<file path="src/rtl/core/cnesc_pkg.sv">
package cnesc_pkg;

   localparam logic [7:0] CHAR_NUL       = 8'h00;
   localparam logic [7:0] CHAR_CTRL_LO   = 8'h01;
   localparam logic [7:0] CHAR_SPACE     = 8'h20;
   localparam logic [7:0] CHAR_DEL       = 8'h7f;
   localparam logic [7:0] CHAR_DIGIT_0   = 8'h30;
   localparam logic [7:0] CHAR_DIGIT_9   = 8'h39;
   localparam logic [7:0] CHAR_LOWER_A   = 8'h61;
   localparam logic [7:0] CHAR_BACKSLASH = 8'h5c;
   localparam logic [7:0] CHAR_PERCENT   = 8'h25;

   // Up to four output bytes for one input word, plus the index of the last one.
   typedef struct packed {
      logic [3:0][7:0] bytes;
      logic [1:0]      last_idx;
      logic            is_error;
   } plan_type;

   typedef struct packed {
      logic has_room;
      logic has_item;
   } queue_status_type;

   function automatic logic is_listed_punct(input logic [7:0] c);
      // Space, the shell-like punctuation, brackets and the backslash itself.
      return c inside {8'h20, 8'h21, 8'h22, 8'h23, 8'h24, 8'h26, 8'h27, 8'h28,
                       8'h29, 8'h2a, 8'h2c, 8'h3a, 8'h3b, 8'h3c, 8'h3d, 8'h3e,
                       8'h3f, 8'h5b, 8'h5c, 8'h5d, 8'h5e, 8'h60, 8'h7b, 8'h7c,
                       8'h7d, 8'h7e};
   endfunction

   function automatic logic [7:0] hex_digit(input logic [3:0] v);
      logic [7:0] r;
      if (v < 4'd10) begin
         r = CHAR_DIGIT_0 + 8'(v);
      end else begin
         r = CHAR_LOWER_A + 8'(v - 4'd10);
      end
      return r;
   endfunction

endpackage

</file>
<file path="src/rtl/core/cnesc_channels.sv">
interface cnesc_req_if;
   logic       valid;
   logic       ready;
   logic [7:0] char_byte;
   logic       first_of_name;

   modport source (output valid, output char_byte, output first_of_name, input ready);
   modport sink (input valid, input char_byte, input first_of_name, output ready);
endinterface

interface cnesc_rsp_if;
   logic       valid;
   logic       ready;
   logic [7:0] out_byte;
   logic       last_of_run;
   logic       name_error;

   modport source (output valid, output out_byte, output last_of_run, output name_error,
                   input ready);
   modport sink (input valid, input out_byte, input last_of_run, input name_error,
                 output ready);
endinterface

</file>
<file path="src/rtl/core/cnesc_front.sv">
module cnesc_front import cnesc_pkg::*; (
   cnesc_req_if.sink        req_ch,
   input  queue_status_type status,
   output logic             push,
   output plan_type         push_plan
);

   logic [7:0] c;
   logic       first;
   logic       bad_first;
   logic       is_ctrl;
   logic       is_digit;

   assign c     = req_ch.char_byte;
   assign first = req_ch.first_of_name;

   assign req_ch.ready = status.has_room;
   assign push         = req_ch.valid && status.has_room;

   always_comb begin
      bad_first = first && (((c >= CHAR_CTRL_LO) && (c <= CHAR_SPACE)) || (c == CHAR_DEL));
      is_ctrl   = (c < CHAR_SPACE) || (c == CHAR_DEL);
      is_digit  = (c >= CHAR_DIGIT_0) && (c <= CHAR_DIGIT_9);

      push_plan = '0;
      if (bad_first) begin
         push_plan.bytes[0] = CHAR_NUL;
         push_plan.last_idx = 2'd0;
         push_plan.is_error = 1'b1;
      end else if (first && is_digit) begin
         push_plan.bytes[0] = CHAR_BACKSLASH;
         push_plan.bytes[1] = c;
         push_plan.last_idx = 2'd1;
      end else if (is_ctrl) begin
         // A zero byte lands here too and comes out as a hex escape.
         push_plan.bytes[0] = CHAR_BACKSLASH;
         push_plan.bytes[1] = CHAR_PERCENT;
         push_plan.bytes[2] = hex_digit(c[7:4]);
         push_plan.bytes[3] = hex_digit(c[3:0]);
         push_plan.last_idx = 2'd3;
      end else if (is_listed_punct(c)) begin
         push_plan.bytes[0] = CHAR_BACKSLASH;
         push_plan.bytes[1] = c;
         push_plan.last_idx = 2'd1;
      end else begin
         push_plan.bytes[0] = c;
         push_plan.last_idx = 2'd0;
      end
   end

endmodule

</file>
<file path="src/rtl/core/cnesc_queue.sv">
module cnesc_queue import cnesc_pkg::*; #(
   parameter int DEPTH = 2
) (
   input  logic             clock,
   input  logic             reset,
   input  logic             push,
   input  plan_type         push_plan,
   input  logic             pop,
   output plan_type         head_plan,
   output queue_status_type status
);

   localparam int PTR_W = (DEPTH > 1) ? $clog2(DEPTH) : 1;
   localparam int CNT_W = $clog2(DEPTH + 1);
   localparam logic [PTR_W-1:0] LAST_PTR = PTR_W'(DEPTH - 1);
   localparam logic [CNT_W-1:0] CNT_FULL = CNT_W'(DEPTH);

   plan_type         entries_ff [DEPTH];
   logic [PTR_W-1:0] wr_ptr_ff, wr_ptr_in;
   logic [PTR_W-1:0] rd_ptr_ff, rd_ptr_in;
   logic [CNT_W-1:0] count_ff, count_in;

   always_comb begin
      wr_ptr_in = wr_ptr_ff;
      rd_ptr_in = rd_ptr_ff;
      count_in  = count_ff;
      if (push) begin
         wr_ptr_in = (wr_ptr_ff == LAST_PTR) ? '0 : wr_ptr_ff + 1'b1;
      end
      if (pop) begin
         rd_ptr_in = (rd_ptr_ff == LAST_PTR) ? '0 : rd_ptr_ff + 1'b1;
      end
      if (push && !pop) begin
         count_in = count_ff + 1'b1;
      end else if (pop && !push) begin
         count_in = count_ff - 1'b1;
      end
   end

   always_ff @(posedge clock) begin
      if (reset) begin
         wr_ptr_ff <= '0;
         rd_ptr_ff <= '0;
         count_ff  <= '0;
      end else begin
         wr_ptr_ff <= wr_ptr_in;
         rd_ptr_ff <= rd_ptr_in;
         count_ff  <= count_in;
      end
   end

   always_ff @(posedge clock) begin
      if (push) begin
         entries_ff[wr_ptr_ff] <= push_plan;
      end
   end

   assign head_plan       = entries_ff[rd_ptr_ff];
   assign status.has_room = (count_ff != CNT_FULL);
   assign status.has_item = (count_ff != '0);

endmodule

</file>
<file path="src/rtl/core/cnesc_back.sv">
module cnesc_back import cnesc_pkg::*; (
   input  logic             clock,
   input  logic             reset,
   input  plan_type         head_plan,
   input  queue_status_type status,
   output logic             pop,
   cnesc_rsp_if.source      rsp_ch
);

   logic [1:0] idx_ff, idx_in;
   logic       valid_ff, valid_in;
   logic [7:0] byte_ff, byte_in;
   logic       last_ff, last_in;
   logic       err_ff, err_in;
   logic       load;
   logic       take;

   always_comb begin
      // The output register reloads whenever it is empty or its word is taken.
      load     = !valid_ff || rsp_ch.ready;
      take     = load && status.has_item;
      pop      = take && (idx_ff == head_plan.last_idx);
      idx_in   = idx_ff;
      valid_in = valid_ff;
      byte_in  = byte_ff;
      last_in  = last_ff;
      err_in   = err_ff;
      if (load) begin
         valid_in = status.has_item;
      end
      if (take) begin
         byte_in = head_plan.bytes[idx_ff];
         last_in = (idx_ff == head_plan.last_idx);
         err_in  = head_plan.is_error;
         idx_in  = pop ? 2'd0 : idx_ff + 2'd1;
      end
   end

   always_ff @(posedge clock) begin
      if (reset) begin
         idx_ff   <= 2'd0;
         valid_ff <= 1'b0;
      end else begin
         idx_ff   <= idx_in;
         valid_ff <= valid_in;
      end
   end

   always_ff @(posedge clock) begin
      byte_ff <= byte_in;
      last_ff <= last_in;
      err_ff  <= err_in;
   end

   assign rsp_ch.valid       = valid_ff;
   assign rsp_ch.out_byte    = byte_ff;
   assign rsp_ch.last_of_run = last_ff;
   assign rsp_ch.name_error  = err_ff;

endmodule

</file>
<file path="src/rtl/core/cdl_name_escaper_unit.sv">
// Channel   Direction  Members
// req_ch    in         valid, ready, char_byte[7:0], first_of_name
// rsp_ch    out        valid, ready, out_byte[7:0], last_of_run, name_error
//
// One input word expands to one to four result words; the back end sends one
// result word per cycle while the receiver is ready and an item is queued.
// An accepted word is queued; its first result word is then loaded from there.
// Synchronous reset empties the queue and clears the output valid.
// A queue of QUEUE_DEPTH classified items keeps input accepted while the
// output is stalled; ready drops only when that queue is full.
module cdl_name_escaper_unit import cnesc_pkg::*; #(
   parameter int QUEUE_DEPTH = 2
) (
   input  logic          clock,
   input  logic          reset,
   cnesc_req_if.sink     req_ch,
   cnesc_rsp_if.source   rsp_ch
);

   queue_status_type status;
   logic             push;
   logic             pop;
   plan_type         push_plan;
   plan_type         head_plan;

   cnesc_front u_front (
      .req_ch    (req_ch),
      .status    (status),
      .push      (push),
      .push_plan (push_plan)
   );

   cnesc_queue #(
      .DEPTH (QUEUE_DEPTH)
   ) u_queue (
      .clock     (clock),
      .reset     (reset),
      .push      (push),
      .push_plan (push_plan),
      .pop       (pop),
      .head_plan (head_plan),
      .status    (status)
   );

   cnesc_back u_back (
      .clock     (clock),
      .reset     (reset),
      .head_plan (head_plan),
      .status    (status),
      .pop       (pop),
      .rsp_ch    (rsp_ch)
   );

endmodule

</file>
<file path="src/flat_wrapper.sv">
// flat-port wrapper written by rule: the top's interface ports become plain ports
module cdl_name_escaper_unit_flat import cnesc_pkg::*;
#(
   parameter int QUEUE_DEPTH = 2
)
  (clock, reset, req_ch_valid, req_ch_char_byte, req_ch_first_of_name, req_ch_ready, rsp_ch_valid, rsp_ch_out_byte, rsp_ch_last_of_run, rsp_ch_name_error, rsp_ch_ready);
  cnesc_req_if req_ch_i ();
  cnesc_rsp_if rsp_ch_i ();
  input  logic clock;
  input  logic reset;
  input wire logic [$bits(req_ch_i.valid)-1:0] req_ch_valid;
  input wire logic [$bits(req_ch_i.char_byte)-1:0] req_ch_char_byte;
  input wire logic [$bits(req_ch_i.first_of_name)-1:0] req_ch_first_of_name;
  output wire logic [$bits(req_ch_i.ready)-1:0] req_ch_ready;
  output wire logic [$bits(rsp_ch_i.valid)-1:0] rsp_ch_valid;
  output wire logic [$bits(rsp_ch_i.out_byte)-1:0] rsp_ch_out_byte;
  output wire logic [$bits(rsp_ch_i.last_of_run)-1:0] rsp_ch_last_of_run;
  output wire logic [$bits(rsp_ch_i.name_error)-1:0] rsp_ch_name_error;
  input wire logic [$bits(rsp_ch_i.ready)-1:0] rsp_ch_ready;
  assign req_ch_i.valid = req_ch_valid;
  assign req_ch_i.char_byte = req_ch_char_byte;
  assign req_ch_i.first_of_name = req_ch_first_of_name;
  assign req_ch_ready = req_ch_i.ready;
  assign rsp_ch_valid = rsp_ch_i.valid;
  assign rsp_ch_out_byte = rsp_ch_i.out_byte;
  assign rsp_ch_last_of_run = rsp_ch_i.last_of_run;
  assign rsp_ch_name_error = rsp_ch_i.name_error;
  assign rsp_ch_i.ready = rsp_ch_ready;
  cdl_name_escaper_unit #(.QUEUE_DEPTH(QUEUE_DEPTH)) u_core (.clock(clock), .reset(reset), .req_ch(req_ch_i), .rsp_ch(rsp_ch_i));
endmodule
</file>
<file path="config.mk">
export PLATFORM = sky130hd
export DESIGN_NAME = cdl_name_escaper_unit_flat
export DESIGN_NICKNAME = d
export VERILOG_FILES = /design/src/rtl/core/cnesc_pkg.sv /design/src/rtl/core/cnesc_channels.sv /design/src/rtl/core/cnesc_front.sv /design/src/rtl/core/cnesc_queue.sv /design/src/rtl/core/cnesc_back.sv /design/src/rtl/core/cdl_name_escaper_unit.sv /design/src/flat_wrapper.sv
export SDC_FILE = /design/constraint.sdc
export NUM_CORES = 1
export LEC_CHECK = 0
export ABC_AREA = 1
export BUFFER_PORTS_ARGS = -buffer_cell sky130_fd_sc_hd__buf_2
export CAP_MARGIN = 20
export CORE_UTILIZATION = 55
export CTS_CLUSTER_DIAMETER = 150
export DETAILED_ROUTE_END_ITERATION = 8
export GPL_TIMING_DRIVEN = 1
export PLACE_DENSITY_LB_ADDON = 0.15
export REMOVE_ABC_BUFFERS = 1
export SYNTH_ARGS = -nofsm -noshare
export SYNTH_HDL_FRONTEND = slang
export SYNTH_SLANG_ARGS = --single-unit
</file>
<file path="constraint.sdc">
create_clock -name clock -period 2.9 [get_ports clock]
set_input_delay 0.435 -clock clock [delete_from_list [all_inputs] [get_ports clock]]
set_output_delay 0.435 -clock clock [all_outputs]
set_load 0.005 [all_outputs]
</file>
==> results.md, run 1 <==
- PnR worst setup slack: 0.634 ns
- Most common cell in the netlist: nor2_1
- Clock power share: 21.2%
- Filler Cell Count: 651
- Htree depth: 3
- CTS resizes: 0
- Top FF cell, synth: edfxtp_1
- Int Pwr: 0.00254 W
- Die X-Extent: 91.4 µm
- Post-CTS Setup Bufs: 0
- Via density per instance: 5.30
- DP Area: 4630 µm²
- Setup tns final: 0 ns
- First-pass GRT wire length: 14200 µm
- DR vias: 3095
- Unrepaired setup endpoints after global routing: false
- Row Count: 32
- FMAX: 0.441 GHz
- Yosys synthesis warning count: 0
- Ranking of synthesized cells by area: edfxtp_1 (55%), nor2_1 (8.0%), nand2_1 (5.5%)
- I/O pin count: 25
- Cell area after layout: 4810 µm²
- Die area: 8360 µm²
- Combinational power share: 31.9%
- Worst stage delay on the critical path: 0.37 ns
- CTS tree: built
- I/O Buffers: 24
- # clock sinks: 88
- Commonest cells in the netlist: nor2_1 (94), edfxtp_1 (80), nand2_1 (65)
- Starting DRC count in detailed routing: 112
- Ratio of cells with drive above 1 in the final layout: 18.0%
- Final worst path period need: 2.27 ns
- Top-area cell type share of the netlist area: 54.6%
- Max FO, Critical Path: 34
- Initial Util: 56.9%
- TritonCTS Buffers: 9
- Syn Inst Count: 446
- Fin nets: 507
- Flops & latches, synth: 88
- Period utilisation layout: 78.1%
- Final setup violation count: 0
- DRT Wirelength: 8660 µm
- NetSw: 0.00132 W
- Post-synth EDFFs: 80
- Sw Ratio: 34.2%
- CP most frequent cell: nand2_1
- Worst slack, placed: 0.667 ns
- Slowest CP cell: dfxtp_1
- Clock Path Buffers: 2
- Worst EP arrival: 2.51 ns
- Synth cell types: 30
- Worst-path cell chain: buf_4 > nand2_1 > nand2_1 > xor2_1 > nand2_1 > nor2_1 > inv_1 > ha_1 > a21oi_1 > o21ai_0 > o21ai_0 > a21oi_1
- Core Region: 7730 µm²
- Drt wl/cell: 14.8 µm
- Max VDD drop: 282 µV
- Synthesized area: 4400 µm²
- Avg Synthesized Cell Area: 9.86 µm²
- Sequential power share: 46.9%
- Clk_skew: 0.00938 ns
- Status: finished, final reports clean
- Vias in the first global route: 2941
- Cts hold-fix bufs: 0
- GR Overflow Total: 0
- Root buf cell: clkbuf_8
- Antenna Nets Post-Route: 0
- DRC Markers: 0
- Power density cells: 803 nW/µm²
- Clk slew on worst S/H paths: 0.09 ns
- GRT Overall Usage: 22.5%
- Max-cap viol count: 0
- Largest net degree at the start of global routing: 37
- Fin. Hold Viols: 0
- Critical path type: register to register
- HPWL after DPL: 5860 µm
- Worst min-delay path category: primary input to register
- Diodes inserted: 0
- CP required: 3.15 ns
- CP startpoint kind: register
- Initial antenna violation count: 0
- FFs w/ async S/R, synth: 0%
- Crit end category: register
- Total iterations of the first detailed-routing run: 4
- DIE HEIGHT: 91.4 µm
- P_leak: 1.98 nW
- Area grow syn2layout: 9.44%
- GPL Wtd Cong: 0.897
- Slew Viols, Final: 0
- Clock Latency Late Sink: 0.35 ns
- Sequential-to-total area share from yosys stat: 58.2%
- Synth area leader: edfxtp_1
-- stage by stage --
| step | hold WS, ns | util [%] | instances | power [W] |
|---|---|---|---|---|
| after floorplan | 0.455 | - | 436 | 0.00264 |
| after global placement | 0.483 | 59.9 | 568 | 0.00305 |
| after detailed placement | 0.479 | 59.9 | 568 | 0.00308 |
| after CTS | 0.278 | 62.3 | 584 | 0.00389 |
| after global routing | 0.288 | 62.3 | 584 | 0.00412 |
| final | 0.288 | 62.3 | 584 | 0.00387 |
-- worst max-delay path, delay by kind of cell (launching register included) --
kind                     cells  cell delay (ns)
buffers and inverters        2             0.44
AND/OR/NAND/NOR              4             0.41
adder cells (fa/ha/maj)      1             0.32
XOR/XNOR                     1             0.14
flip-flops                   1             0.37
AO/OA/AOI/OAI                4             0.46
-- layer usage --
| layer | part of all wire, % | global-route usage [%] | wire length [µm] | up-vias |
|---|---|---|---|---|
| met5 | 0 | 0 | 0 | - |
| met4 | 1.8 | 9.52 | 159 | 0 |
| met3 | 3.1 | 3.10 | 270 | 12 |
| met2 | 49 | 36.0 | 4200 | 63 |
| met1 | 46 | 30.8 | 4020 | 1471 |
| li1 | - | - | - | 1549 |
-- placed cells by master, fill, tap and decap left out, types with 2 or more instances in the layout --
| cell | count |
|---|---|
| clkinvlp_4 | 2 |
| xnor2_1 | 2 |
| xor2_1 | 5 |
| nor2_1 | 92 |
| clkbuf_8 | 9 |
| buf_2 | 24 |
| clkbuf_1 | 2 |
| edfxtp_1 | 80 |
| a21oi_1 | 13 |
| o22ai_1 | 8 |
| inv_2 | 10 |
| nand2_4 | 3 |
| nor2_4 | 5 |
| ha_1 | 17 |
| dfxtp_1 | 8 |
| o21ai_1 | 2 |
| nand2_1 | 65 |
| nor2_2 | 17 |
| nand4_1 | 2 |
| inv_1 | 30 |
| buf_4 | 6 |
| o21ai_0 | 40 |
| conb_1 | 6 |
| a31oi_1 | 8 |
| nand2_2 | 7 |
| nand3_1 | 12 |
-- flip-flops by register name (all words and copies together) (netlist names), named ones only --
signal	flops
u_core.u_queue.rd_ptr_ff	1
u_core.u_back.rsp_ch.out_byte	8
u_core.u_back.rsp_ch.valid	1
u_core.u_queue.entries_ff	70
u_core.u_back.rsp_ch.last_of_run	1
u_core.u_back.rsp_ch.name_error	1
u_core.u_back.idx_ff	2
u_core.u_queue.wr_ptr_ff	1
u_core.u_queue.count_ff	2
-- power groups by stage --
stage	combinational [W]	sequential [W]	clock (W)
after floorplan	0.000736	0.00190	0
after global placement	0.00121	0.00184	0
after detailed placement	0.00124	0.00184	0
after CTS	0.00124	0.00182	0.000828
after global routing	0.00141	0.00184	0.000872
final	0.00123	0.00181	0.000821
-- worst paths after layout --
path / startpoint / end / slack [ns] / cells past startpoint
setup / recovery: register / u_core.u_queue.count_ff[1]$_SDFFE_PP0P_ / 0.63 / 12
hold / removal: reset / u_core.u_queue.rd_ptr_ff$_SDFFE_PP0P_ / 0.29 / 2
setup reg to reg: register / u_core.u_queue.count_ff[1]$_SDFFE_PP0P_ / 0.63 / 12
hold reg to reg: u_core.u_queue.count_ff[1]$_SDFFE_PP0P_ / u_core.u_queue.count_ff[1]$_SDFFE_PP0P_ / 0.49 / 2
-- area by class of cell --
class	instances	area, µm²	area share (%)
clock buffer	11	131	2.73
clock inverter	5	57.6	1.20
inverter	40	150	3.12
multi-input combinational	308	1620	33.7
sequential	88	2560	53.2
tap	102	128	2.65
timing repair buffer	30	165	3.43
-- cell families after synthesis --
group | share of synthesized area (%)
AO/OA/AOI/OAI | 8.87
XOR/XNOR | 1.39
adder cells (fa/ha/maj) | 4.83
buffers and inverters | 5.46
flip-flops | 58.2
other | 0.0852
AND/OR/NAND/NOR | 21.1
No activity file was read; power rests on OpenSTA's default activity.
==> inputs of run 2 (changes only) <==
--- a/config.mk
+++ b/config.mk
@@ -5,7 +5,7 @@
 export SDC_FILE = /design/constraint.sdc
 export NUM_CORES = 1
 export LEC_CHECK = 0
-export ABC_AREA = 1
+export ABC_AREA = 0
 export BUFFER_PORTS_ARGS = -buffer_cell sky130_fd_sc_hd__buf_2
 export CAP_MARGIN = 20
 export CORE_UTILIZATION = 55
==> constraint.sdc (replaced) <==
create_clock -name clock -period 2.1 [get_ports clock]
set_input_delay 0.315 -clock clock [delete_from_list [all_inputs] [get_ports clock]]
set_output_delay 0.315 -clock clock [all_outputs]
set_load 0.005 [all_outputs]
==> run 2 against run 1 <==
Wire length fell by 6.5%; die area fell by 3.3%; flip-flop and latch count did not move; worst hold slack got worse by 0.055 ns; clock skew rose by 0.00060 ns.
==> results.md, run 2 <==
- Total iterations of the first detailed-routing run: 4 (unchanged)
- First-pass GRT wire length: 13200 µm (was 14200 µm)
- Avg Synthesized Cell Area: 14.4 µm² (was 9.86 µm²)
- CP startpoint kind: primary input (was register)
- Period utilisation layout: 98.0%
- Cell area after layout: 5140 µm² (was 4810 µm²)
- I/O pin count: 25 (unchanged)
- Vias in the first global route: 2690 (was 2941)
- Htree depth: 3 (unchanged)
- DP Area: 4880 µm² (was 4630 µm²)
- Critical path type: primary input to register (was register to register)
- Ranking of synthesized cells by area: edfxtp_1 (57%), mux4_2 (8.5%), ha_1 (5.0%) (was edfxtp_1 (55%), nor2_1 (8.0%), nand2_1 (5.5%))
- Row Count: 31 (was 32)
- Die area: 8090 µm² (was 8360 µm²)
- Core Region: 7370 µm² (was 7730 µm²)
- Area grow syn2layout: 20.8% (was 9.44%)
- GR Overflow Total: 0 (unchanged)
- Die X-Extent: 89.9 µm (was 91.4 µm)
- FFs w/ async S/R, synth: 0% (unchanged)
- Top reg by flops: u_core.u_queue.entries_ff (unchanged)
- Initial Util: 57.7% (was 56.9%)
- DIE HEIGHT: 89.9 µm (was 91.4 µm)
- Max-cap viol count: 0 (unchanged)
- Max reg flops: 70 (unchanged)
- Worst EP arrival: 2.15 ns (was 2.51 ns)
- Syn Inst Count: 295 (was 446)
- Synth cell types: 49 (was 30)
- Overall power: 0.00534 W (was 0.00387 W)
- FMAX: 0.486 GHz
- Worst Tran Pin Value: 0.498 ns
- Slew Viols, Final: 0 (unchanged)
- Fin cells: 480 (was 584)
- CTS tree: built (unchanged)
- GPL Wtd Cong: 0.878 (was 0.897)
- Clk_skew: 0.00998 ns (was 0.00938 ns)
- Sequential-to-total area share from yosys stat: 60.3% (was 58.2%)
- Power density cells: 1040 nW/µm² (was 803 nW/µm²)
- Flops & latches, synth: 88 (unchanged)
- Max VDD drop: 486 µV (was 282 µV)
- Clock Path Buffers: 2 (unchanged)
- Via density per instance: 5.52 (was 5.30)
- Most common cell in the netlist: edfxtp_1 (was nor2_1)
- # clock sinks: 88 (unchanged)
- P_leak: 2.00 nW (was 1.98 nW)
- DR vias: 2649 (was 3095)
- Worst relative slew slack: 66.6%
- Max FO, Critical Path: 5 (was 34)
- Synth area leader: edfxtp_1 (unchanged)
- Final worst path period need: 2.06 ns
- Crit end category: register (unchanged)
- Top-area cell type share of the netlist area: 56.5% (was 54.6%)
- Commonest cells in the netlist: edfxtp_1 (80), nor2_1 (24), ha_1 (17), inv_1 (17), mux4_2 (16) (was nor2_1 (94), edfxtp_1 (80), nand2_1 (65))
- Worst min-delay path category: primary input to register (unchanged)
- Post-synth EDFFs: 80 (unchanged)
- Status: finished, final reports clean (unchanged)
- Clk slew on worst S/H paths: 0.09 ns (about the same)
- GRT Overall Usage: 21.4% (was 22.5%)
- Largest net degree at the start of global routing: 36 (was 37)
- Placed insts: 463 (was 568)
- Drt wl/cell: 16.9 µm (was 14.8 µm)
- Commonest non-fill, non-tap cell in the layout: edfxtp_1 (was nor2_1)
- Clock Latency Late Sink: 0.35 ns (about the same)
- WHS Path Cells: 2 (unchanged)
- CP required: 2.19 ns (was 3.15 ns)
- Synthesized area: 4250 µm² (was 4400 µm²)
- Commonest non-fill, non-tap cells in the layout: edfxtp_1 (80), buf_4 (55), nor2_1 (23), buf_2 (23) (was nor2_1 (92), edfxtp_1 (80), nand2_1 (65))
- Fin. Hold Viols: 0 (unchanged)
- Fin nets: 406 (was 507)
- Top FF cell, synth: edfxtp_1 (unchanged)
- DRC Markers: 0 (unchanged)
- HPWL after DPL: 5930 µm (was 5860 µm)
- I/O Buffers: 24 (unchanged)
- Antenna Nets Post-Route: 0 (unchanged)
- Initial antenna violation count: 0 (unchanged)
- DRT Wirelength: 8090 µm (was 8660 µm)
- Starting DRC count in detailed routing: 142 (was 112)
- Final setup violation count: 0 (unchanged)
- Root buf cell: clkbuf_8 (unchanged)
- Diodes inserted: 0 (unchanged)
- Worst Reg-to-Reg Cells: 6 (was 12)
- Ratio of cells with drive above 1 in the final layout: 37.8% (was 18.0%)
- TritonCTS Buffers: 9 (unchanged)
- FF-to-FF setup slack: 0.15 ns (was 0.63 ns)
- Setup tns final: 0 ns (unchanged)
- Yosys synthesis warning count: 0 (unchanged)
- Filler Cell Count: 513 (was 651)
- Cts hold-fix bufs: 0 (unchanged)
run 2: changes by cell type after synthesis, moves of 8 or more:
| cell | previous run | this run |
|---|---|---|
| inv_1 | 30 | 17 |
| o22ai_1 | 8 | 0 |
| nand3_1 | 12 | 2 |
| mux4_2 | 0 | 16 |
| nor2_2 | 15 | 0 |
| nor2_1 | 94 | 24 |
| nand2_1 | 65 | 10 |
| inv_2 | 10 | 1 |
| mux2_2 | 0 | 11 |
| o21ai_0 | 40 | 9 |
run 2: where the power goes:
part           internal (W)  switching, W
registers           0.00240      0.000125
logic              0.000857      0.000824
clock network      0.000550      0.000582
run 2: metal layers:
| layer | up-vias | wire length, µm | GRT usage (%) |
|---|---|---|---|
| li1 | 1273 | - | - |
| met4 | 0 | 172 | 10.1 |
| met3 | 16 | 254 | 2.96 |
| met1 | 1301 | 3590 | 29.0 |
| met5 | - | 0 | 0 |
| met2 | 59 | 4080 | 34.6 |
run 2: timing repair:
action | 4_1_cts | 5_1_grt
buffers inserted | 0 | 1
resized for setup | 0 | 16
endpoints found under the setup margin | 0 | 35
run 2: critical path, stage by stage:
cell	delay [ns]
buf_2	0.12
ha_1	0.21
or4b_1	0.51
and4_4	0.17
a211oi_4	0.24
nand4_2	0.16
buf_6	0.16
o31a_1	0.26
run 2: area by class of cell:
cell class / instances / area (µm²) / share of cell area [%]
clock inverters: 7 / 72.6 / 1.41
repair buffers: 82 / 591 / 11.5
flip-flops and latches: 88 / 2570 / 50.0
well taps: 99 / 124 / 2.41
inverters: 18 / 67.6 / 1.32
clock buffers: 9 / 124 / 2.41
multi-input cells: 177 / 1590 / 31.0
run 2: kinds of logic (layout without fill, tap and decap cells):
logic type	count (synthesis)	in the layout	share of synthesized area, %
compound gates	45	45	8.03
xor+xnor	14	14	2.88
fa+ha+maj	17	17	5.00
buf+inv	35	116	3.71
flops	88	88	60.3
mux	30	30	12.1
other cells	1	6	0.0882
simple gates	65	65	7.92
run 2: path summary, 6_finish.rpt:
kind,from,end
max,req_ch_char_byte[0],u_core.u_queue.entries_ff[1][5]$_DFFE_PP_
min,reset,u_core.u_back.rsp_ch.valid$_SDFFE_PP0P_
max reg2reg,register,u_core.u_queue.count_ff[1]$_SDFFE_PP0P_
min reg2reg,u_core.u_back.rsp_ch.valid$_SDFFE_PP0P_,u_core.u_back.rsp_ch.valid$_SDFFE_PP0P_
run 2: stage by stage:
step                      hold slack [ns]  worst slack, ns  util, %
final                               0.232           0.0425     69.7
after global routing                0.242         -0.00521     69.7
after CTS                           0.224           0.0170     68.9
after detailed placement            0.488           -0.353     66.3
after global placement              0.468           -0.322     66.3
after floorplan                     0.384           -0.459        -
